[config.mk]
export PLATFORM = sky130hd
export DESIGN_NAME = power_meter_frame_decoder
export DESIGN_NICKNAME = d
export VERILOG_FILES = /design/src/hdl/pmfd_pkg.sv /design/src/hdl/pmfd_muldiv.sv /design/src/hdl/power_meter_frame_decoder.sv
export SDC_FILE = /design/constraint.sdc
export NUM_CORES = 2
export LEC_CHECK = 0
export CAP_MARGIN = 40
export CORE_MARGIN = 5
export CORE_UTILIZATION = 55
export DETAILED_ROUTE_END_ITERATION = 12
export DONT_BUFFER_PORTS = 1
export PLACE_DENSITY = 0.75
export SYNTH_ARGS = -nofsm -noshare
export SYNTH_HDL_FRONTEND = slang
export SYNTH_SLANG_ARGS = --single-unit
export TNS_END_PERCENT = 50
[constraint.sdc]
create_clock -name i_clk -period 17.43 [get_ports i_clk]
set_input_delay 3.486 -clock i_clk [delete_from_list [all_inputs] [get_ports i_clk]]
set_output_delay 3.486 -clock i_clk [all_outputs]
set_load 0.02 [all_outputs]
[src/hdl/pmfd_pkg.sv]
// package for the power meter frame decoder
// frame layout constants, status codes, state types and the muldiv request
package pmfd_pkg;

    localparam int FrameLength = 24;
    localparam int PosWidth    = 5;
    // bytes 2 to 22 go through the payload shift line
    localparam int PayloadBits = (FrameLength - 3) * 8;

    localparam logic [7:0] HeadA     = 8'h55;
    localparam logic [7:0] HeadMin   = 8'hF0;
    localparam logic [7:0] HeadB     = 8'h5A;
    localparam logic [7:0] UncalHead = 8'hAA;
    localparam logic [7:0] FaultMask = 8'hFC;
    localparam logic [7:0] FaultRef  = 8'hF0;
    localparam logic [7:0] PwrMask   = 8'hF2;
    localparam logic [7:0] AdjVolt   = 8'h40;
    localparam logic [7:0] AdjPwr    = 8'h10;
    localparam logic [7:0] AdjCurr   = 8'h20;

    localparam logic [23:0] EnergyDiv  = 24'd1000000;
    localparam logic [55:0] EnergyRnd  = 56'd500000;
    localparam logic [47:0] EnergyMax  = 48'hFFFF_FFFF_FFFF;
    localparam logic [31:0] GainReset  = 32'h0001_0000;

    localparam logic [1:0] CfgVoltGain = 2'd0;
    localparam logic [1:0] CfgCurrGain = 2'd1;
    localparam logic [1:0] CfgPwrGain  = 2'd2;

    localparam logic [1:0] StatOk    = 2'd0;
    localparam logic [1:0] StatCsum  = 2'd1;
    localparam logic [1:0] StatUncal = 2'd2;
    localparam logic [1:0] StatFault = 2'd3;

    localparam int MulSteps = 24;
    localparam int DivSteps = 56;

    typedef enum logic [3:0] {
        ST_RECV, ST_P, ST_PW, ST_V, ST_VW, ST_C, ST_CW, ST_E, ST_EW
    } t_state;

    typedef enum logic [1:0] {
        MD_IDLE, MD_MUL, MD_DIV
    } t_md_phase;

    typedef struct packed {
        logic [31:0] a;
        logic [23:0] b;
        logic [23:0] d;
        logic        rnd;
    } t_md_req;

endpackage

[src/hdl/pmfd_muldiv.sv]
// bit-serial multiply then restoring divide: floor((a*b + EnergyRnd if rnd) / d)
// uses pmfd_pkg for the request struct and phase type
module pmfd_muldiv
    import pmfd_pkg::*;
(
    input  logic        i_clk,
    input  logic        i_rst_n,
    input  logic        i_start,
    input  t_md_req     i_req,
    output logic        o_done,
    output logic [55:0] o_quot
);

    t_md_phase   r_phase, n_phase;
    logic [5:0]  r_cnt;
    logic [55:0] r_acc;
    logic [55:0] r_mc;
    logic [23:0] r_mp;
    logic [23:0] r_d;
    logic [23:0] r_rem;
    logic        r_done;
    logic [24:0] w_trial;
    logic        w_ge;

    assign w_trial = {r_rem, r_acc[55]};
    assign w_ge    = w_trial >= {1'b0, r_d};

    always_comb begin
        n_phase = r_phase;
        unique case (r_phase)
            MD_IDLE: if (i_start) n_phase = MD_MUL;
            MD_MUL:  if (r_cnt == 6'(MulSteps - 1)) n_phase = MD_DIV;
            MD_DIV:  if (r_cnt == 6'(DivSteps - 1)) n_phase = MD_IDLE;
            default: n_phase = MD_IDLE;
        endcase
    end

    always_ff @(posedge i_clk) begin
        if (!i_rst_n) begin
            r_phase <= MD_IDLE;
            r_cnt   <= '0;
            r_done  <= 1'b0;
        end else begin
            r_phase <= n_phase;
            r_done  <= (r_phase == MD_DIV) && (r_cnt == 6'(DivSteps - 1));
            if (r_phase != n_phase) r_cnt <= '0;
            else if (r_phase != MD_IDLE) r_cnt <= r_cnt + 6'd1;
        end
    end

    always_ff @(posedge i_clk) begin
        unique case (r_phase)
            MD_IDLE: begin
                if (i_start) begin
                    r_acc <= i_req.rnd ? EnergyRnd : '0;
                    r_mc  <= {24'd0, i_req.a};
                    r_mp  <= i_req.b;
                    r_d   <= i_req.d;
                    r_rem <= '0;
                end
            end
            MD_MUL: begin
                if (r_mp[0]) r_acc <= r_acc + r_mc;
                r_mc <= {r_mc[54:0], 1'b0};
                r_mp <= {1'b0, r_mp[23:1]};
            end
            MD_DIV: begin
                // one quotient bit a cycle, shifted in behind the dividend
                r_rem <= w_ge ? 24'(w_trial - {1'b0, r_d}) : w_trial[23:0];
                r_acc <= {r_acc[54:0], w_ge};
            end
            default: ;
        endcase
    end

    assign o_done = r_done;
    assign o_quot = r_acc;

endmodule

[src/hdl/power_meter_frame_decoder.sv]
// top level of the power meter frame decoder: framing, status, sequencing
// depends on pmfd_pkg and pmfd_muldiv
//
//  channel  | valid   | ready   | payload
//  ---------+---------+---------+-------------------------------------------
//  rx in    | i_valid | o_ready | i_rx_byte, i_idle_gap
//  result   | o_valid | i_ready | o_status, o_voltage, o_current,
//           |         |         | o_active_power, o_energy_total
//  config   | i_cfg_we| -       | i_cfg_idx, i_cfg_data
//
// a byte is taken on i_valid and o_ready; a frame with an error gives its item at once
// a good frame runs up to four passes of the shared muldiv unit, each
// a bit-serial multiply followed by a restoring divide
// reset is synchronous and clears framing, energy, pulse and held values
// the final byte of a frame waits while the previous item is still held
module power_meter_frame_decoder
    import pmfd_pkg::*;
(
    input  logic        i_clk,
    input  logic        i_rst_n,
    input  logic        i_valid,
    output logic        o_ready,
    input  logic [7:0]  i_rx_byte,
    input  logic        i_idle_gap,
    output logic        o_valid,
    input  logic        i_ready,
    output logic [1:0]  o_status,
    output logic [55:0] o_voltage,
    output logic [55:0] o_current,
    output logic [55:0] o_active_power,
    output logic [47:0] o_energy_total,
    input  logic        i_cfg_we,
    input  logic [1:0]  i_cfg_idx,
    input  logic [31:0] i_cfg_data
);

    localparam int LastPos = FrameLength - 1;

    t_state r_state, n_state;
    logic [PosWidth-1:0]    r_pos;
    logic [PosWidth-1:0]    w_pos;
    logic [PayloadBits-1:0] r_pay;
    logic [7:0]  r_b0;
    logic [7:0]  r_sum;
    logic [31:0] r_vgain, r_cgain, r_pgain;
    logic [15:0] r_last;
    logic [47:0] r_energy;
    logic [55:0] r_hv, r_hc, r_hp;
    logic [1:0]  r_status;
    logic        r_ovalid;

    logic        w_acc, w_drop, w_store, w_done_frame;
    logic [1:0]  w_stat;
    logic        w_start;
    t_md_req     w_req;
    logic        w_md_done;
    logic [55:0] w_quot;
    logic [23:0] w_cv, w_pv, w_cc, w_pc, w_cp, w_pp;
    logic [7:0]  w_adj;
    logic [15:0] w_pulses, w_delta;
    logic [47:0] w_add;
    logic        w_en_p, w_en_v, w_en_c;

    // byte k of the frame sits at bits (22-k)*8 of the shift line
    assign w_cv     = r_pay[167:144];
    assign w_pv     = r_pay[143:120];
    assign w_cc     = r_pay[119:96];
    assign w_pc     = r_pay[95:72];
    assign w_cp     = r_pay[71:48];
    assign w_pp     = r_pay[47:24];
    assign w_adj    = r_pay[23:16];
    assign w_pulses = r_pay[15:0];
    assign w_delta  = (r_last == 16'd0) ? 16'd0 : (w_pulses - r_last);
    assign w_add    = w_quot[47:0];

    assign w_en_p = ((w_adj & AdjPwr) != 8'd0) && ((r_b0 & PwrMask) != PwrMask)
                    && (w_pp != 24'd0);
    assign w_en_v = ((w_adj & AdjVolt) != 8'd0) && (w_pv != 24'd0);
    assign w_en_c = ((w_adj & AdjCurr) != 8'd0) && (r_hp != 56'd0) && (w_pc != 24'd0);

    assign o_ready = (r_state == ST_RECV) && !(r_ovalid && (r_pos == PosWidth'(LastPos)));
    assign w_acc   = i_valid && o_ready;
    assign w_pos   = i_idle_gap ? '0 : r_pos;
    assign w_drop  = ((w_pos == '0) && (i_rx_byte != HeadA) && (i_rx_byte < HeadMin))
                   || ((w_pos == PosWidth'(1)) && (i_rx_byte != HeadB));
    assign w_store = w_acc && !w_drop;
    assign w_done_frame = w_store && (w_pos == PosWidth'(LastPos));

    always_comb begin
        priority if ((r_sum + 8'd0) != i_rx_byte) w_stat = StatCsum;
        else if (r_b0 == UncalHead)                w_stat = StatUncal;
        else if ((r_b0 & FaultMask) > FaultRef)    w_stat = StatFault;
        else                                       w_stat = StatOk;
    end

    // next state
    always_comb begin
        n_state = r_state;
        unique case (r_state)
            ST_RECV: if (w_done_frame && (w_stat == StatOk)) n_state = ST_P;
            ST_P:    n_state = w_en_p ? ST_PW : ST_V;
            ST_PW:   if (w_md_done) n_state = ST_V;
            ST_V:    n_state = w_en_v ? ST_VW : ST_C;
            ST_VW:   if (w_md_done) n_state = ST_C;
            ST_C:    n_state = w_en_c ? ST_CW : ST_E;
            ST_CW:   if (w_md_done) n_state = ST_E;
            ST_E:    n_state = ST_EW;
            ST_EW:   if (w_md_done) n_state = ST_RECV;
            default: n_state = ST_RECV;
        endcase
    end

    // outputs to the muldiv unit
    always_comb begin
        w_start = 1'b0;
        w_req   = '{a: r_pgain, b: w_cp, d: w_pp, rnd: 1'b0};
        unique case (r_state)
            ST_P: w_start = w_en_p;
            ST_V: begin
                w_start = w_en_v;
                w_req   = '{a: r_vgain, b: w_cv, d: w_pv, rnd: 1'b0};
            end
            ST_C: begin
                w_start = w_en_c;
                w_req   = '{a: r_cgain, b: w_cc, d: w_pc, rnd: 1'b0};
            end
            ST_E: begin
                w_start = 1'b1;
                w_req   = '{a: {16'd0, w_delta}, b: w_cp, d: EnergyDiv, rnd: 1'b1};
            end
            default: ;
        endcase
    end

    pmfd_muldiv u_md (
        .i_clk   (i_clk),
        .i_rst_n (i_rst_n),
        .i_start (w_start),
        .i_req   (w_req),
        .o_done  (w_md_done),
        .o_quot  (w_quot)
    );

    always_ff @(posedge i_clk) begin
        if (!i_rst_n) begin
            r_state  <= ST_RECV;
            r_pos    <= '0;
            r_ovalid <= 1'b0;
            r_status <= StatOk;
            r_last   <= '0;
            r_energy <= '0;
            r_hv     <= '0;
            r_hc     <= '0;
            r_hp     <= '0;
            r_vgain  <= GainReset;
            r_cgain  <= GainReset;
            r_pgain  <= GainReset;
        end else begin
            r_state <= n_state;
            if (i_cfg_we) begin
                unique case (i_cfg_idx)
                    CfgVoltGain: r_vgain <= i_cfg_data;
                    CfgCurrGain: r_cgain <= i_cfg_data;
                    CfgPwrGain:  r_pgain <= i_cfg_data;
                    default: ;
                endcase
            end
            if (o_valid && i_ready) r_ovalid <= 1'b0;
            if (w_acc) begin
                if (w_drop) r_pos <= '0;
                else if (w_done_frame) r_pos <= '0;
                else r_pos <= w_pos + PosWidth'(1);
            end
            if (w_done_frame && (w_stat != StatOk)) begin
                r_status <= w_stat;
                r_ovalid <= 1'b1;
            end
            unique case (r_state)
                ST_P:  if (!w_en_p) r_hp <= '0;
                ST_PW: if (w_md_done) r_hp <= w_quot;
                ST_V:  if (!w_en_v) r_hv <= '0;
                ST_VW: if (w_md_done) r_hv <= w_quot;
                ST_C:  if (!w_en_c) r_hc <= '0;
                ST_CW: if (w_md_done) r_hc <= w_quot;
                ST_EW: begin
                    if (w_md_done) begin
                        r_energy <= (w_add > (EnergyMax - r_energy)) ? EnergyMax
                                                                     : r_energy + w_add;
                        r_last   <= w_pulses;
                        r_status <= StatOk;
                        r_ovalid <= 1'b1;
                    end
                end
                default: ;
            endcase
        end
    end

    // frame bytes: header byte, running checksum, payload shift line
    always_ff @(posedge i_clk) begin
        if (w_store) begin
            if (w_pos == '0) r_b0 <= i_rx_byte;
            if (w_pos == PosWidth'(2)) r_sum <= i_rx_byte;
            else if (w_pos != PosWidth'(LastPos)) r_sum <= r_sum + i_rx_byte;
            if ((w_pos >= PosWidth'(2)) && (w_pos != PosWidth'(LastPos)))
                r_pay <= {r_pay[PayloadBits-9:0], i_rx_byte};
        end
    end

    assign o_valid        = r_ovalid;
    assign o_status       = r_status;
    assign o_voltage      = r_hv;
    assign o_current      = r_hc;
    assign o_active_power = r_hp;
    assign o_energy_total = r_energy;

    a_no_ready_busy: assert property (@(posedge i_clk) disable iff (!i_rst_n)
        (r_state != ST_RECV) |-> !o_ready)
        else $error("byte taken while a frame is being computed");
    a_done_in_wait: assert property (@(posedge i_clk) disable iff (!i_rst_n)
        w_md_done |-> (r_state == ST_PW || r_state == ST_VW || r_state == ST_CW
                       || r_state == ST_EW))
        else $error("muldiv finished outside a wait state");
    a_item_source: assert property (@(posedge i_clk) disable iff (!i_rst_n)
        $rose(o_valid) |-> ($past(r_state) == ST_RECV || $past(r_state) == ST_EW))
        else $error("item raised from an unexpected state");
    a_no_overrun: assert property (@(posedge i_clk) disable iff (!i_rst_n)
        (o_valid && !i_ready) |=> o_valid)
        else $error("pending item dropped");

endmodule

==> summary.md <==
| Metric | Value |
|---|---|
| Die width | 265 um |
| CTS HTree Levels | 3 |
| DRT iter0 DRCs | 3,675 |
| Post-synth EDFFs | 368 |
| Clk_lat worst skew | 630 ps |
| Critical Path RT | 17,710 ps |
| Period utilisation layout | 37.8% |
| Post-synth ARST share | 0% |
| Num CTS Buffers | 77 |
| Vias in the first global route | 26,600 |
| Area grow syn2layout | 9.46% |
| Max Cap Viol | 0 |
| Crit Path Class | in2reg |
| Initial core utilization | 55.6% |
| Flops & latches, synth | 717 |
| Slew HR | 36.3% |
| CTS tree | yes |
| Sinks on Clock Net | 717 |
| Synth Area per Inst | 9.35 um^2 |
| RSZ-0062 raised after global routing | no |
| Pre-CTS WS | 10,150 ps |
| Crit path max fanout | 72 |
| Core area | 64,500 um^2 |
| Initial antenna violation count | 1 |
| Antenna cell count | 0 |
| Synth area leaders | edfxtp_1, dfxtp_1, a21oi_1 |
| Post-layout minimum cycle time | 6590 ps |
| Final ANT Viol Nets | 0 |
| First-pass GRT wire length | 155,000 um |
| Yosys warnings | 0 |
| Router iterations before antenna repair | 7 |
| Clock skew | 33.7 ps |
| Fmax | 152 MHz |
| VDD IR-drop max | 0.0922 mV |
| PwrDens | 89.3 nW/um^2 |
| Routed vias/inst | 6.28 |
| DR WL/cell | 21.9 um |
| Slew Limit Fails | 0 |
| Setup TNS | 0 ps |
| Syn nets | 4,044 |
| Fin. Hold Viols | 0 |
| Root Buffer | clkbuf_16 |
| Status | completed |
| Hold Crit Class | reg2reg |
| Nets@finish | 3,941 |
| Share of cells above drive strength 1 | 6.20% |
| CTS resizes | 0 |
| Post-synth top area share | 30.8% |
| Worst-margin pin slew | 951 ps |
| Crit path capture type | register |
| GRT Util Overall | 27.4% |
| P_leak | 13.9 nW |
| Most common cell after layout, fill and taps aside | nand2_1 |
| I/O pins | 268 |
| Clock transition at path regs | 60 ps |
| Vias | 29,200 |
| Yosys top cell by area | edfxtp_1 |
| WHS Path Cells | 0 |
| Site Rows | 93 |
| Die ar. | 70,400 um^2 |
| Top_reg_cell synth | edfxtp_1 |
| Port-buffer cells | 0 |
| Hold Buf Count CTS | 0 |
| Synth Cell Area | 35,800 um^2 |
| Netlist cell types | 91 |
| DRC | 0 |
| Worst R2R Path Depth | 11 |
| Total gr overflow | 0 |
| Chip height | 265 um |
| Largest net degree at the start of global routing | 95 |
| Most frequent cells in the layout | nand2_1, a21oi_1, edfxtp_1 |
| Max Buffers Root-to-Sink | 3 |
| Mapped Cells | 3,832 |
| Worst EP arrival | 6870 ps |
| Final HPWL DP | 70,300 um |
| Setup bufs post-CTS | 0 |
| GPL Wtd Cong | 0.951 |
| Setup ws final | 10,840 ps |
| CP startpoint kind | primary input |
| Total wire length | 102,000 um |
| Register area share after synthesis | 50.3% |
| Setup Viol. Count Final | 0 |
## synth_stat cells (all sizes together) (37+ instances only)
cell and n:
inv 149, clkbuf 206, a21oi 526, dfxtp 349, xnor2 82, edfxtp 368
ha 159, nand2 532, nor2b 51, a22oi 114, and2 45, xor2 56
a21o 66, nand4 37, nor2 237, nand3 157, o21ai 243, nor4 48
## cells by family (layout without fill, tap and decap cells)
logic type / after synthesis / after routing / synth area share, %
flops: 717 / 717 / 50.3
compound gates: 1175 / 1175 / 20.0
xor+xnor: 138 / 138 / 3.37
fa+ha+maj: 164 / 164 / 5.83
simple gates: 1231 / 1231 / 15.7
buf+inv: 383 / 342 / 4.06
mux: 24 / 24 / 0.677
## report_power, final
part	internal, mW	switching [mW]
Sequential	1.77	0.00388
Clock	0.993	0.694
Combinational	0.0148	0.0298
## worst paths after layout
| kind | start | end | slack, ps |
|---|---|---|---|
| min reg2reg | r_pay[23]$_DFFE_PP_ | r_pay[31]$_DFFE_PP_ | 420 |
| max reg2reg | r_state[2]$_SDFFE_PN0P_ | r_pay[37]$_DFFE_PP_ | 12700 |
| max | i_rx_byte[1] | r_pay[37]$_DFFE_PP_ | 10840 |
| min | r_pay[23]$_DFFE_PP_ | r_pay[31]$_DFFE_PP_ | 420 |
## metrics by stage
step	total power, mW	hold WS [ps]	area [um^2]	utilization (%)	instances
after floorplan	1.84	400	35800	-	3832
after global placement	1.85	402	36400	56.4	4492
after detailed placement	1.85	405	36600	56.8	4505
after CTS	3.52	418	39200	60.8	4646
after global routing	3.60	420	39200	60.8	4646
final	3.50	418	39200	60.8	4646
## sequential cells by signal, summed over array words and instances (netlist names), 4 cells and up
name / count
u_md.o_quot: 56
u_md.r_cnt: 6
u_md.r_mc: 56
r_pos: 5
o_current: 56
r_state: 4
u_md.r_rem: 24
r_vgain: 32
r_cgain: 32
o_energy_total: 48
r_pay: 168
r_sum: 8
o_active_power: 56
u_md.r_d: 24
r_pgain: 32
r_b0: 8
r_last: 16
o_voltage: 56
u_md.r_mp: 24
## metal layers
| layer | up-vias | wire [um] | global-route usage (%) |
|---|---|---|---|
| met5 | - | 0 | 0 |
| met4 | 0 | 2960 | 7.79 |
| met3 | 226 | 12900 | 8.96 |
| met2 | 1509 | 43900 | 40.7 |
| met1 | 13800 | 42200 | 38.9 |
| li1 | 13700 | - | - |
## cell type report
cell class,instances,area [um^2]
fillers,5404,25200
flip-flops and latches,717,18000
multi-input cells,2732,16400
clock buffers,108,2160
well taps,855,1070
inverters,150,571
repair buffers,51,504
clock inverters,33,455
## worst max-delay path, cell delays in order
cell	delay (ps)
inv_1	50
or4b_1	530
o41ai_1	260
a21oi_1	120
nor2_1	200
and2_1	520
o31a_2	400
buf_4	280
buf_16	340
buf_4	330
buf_16	320
Note: power is estimated with default switching activity, not from simulation.
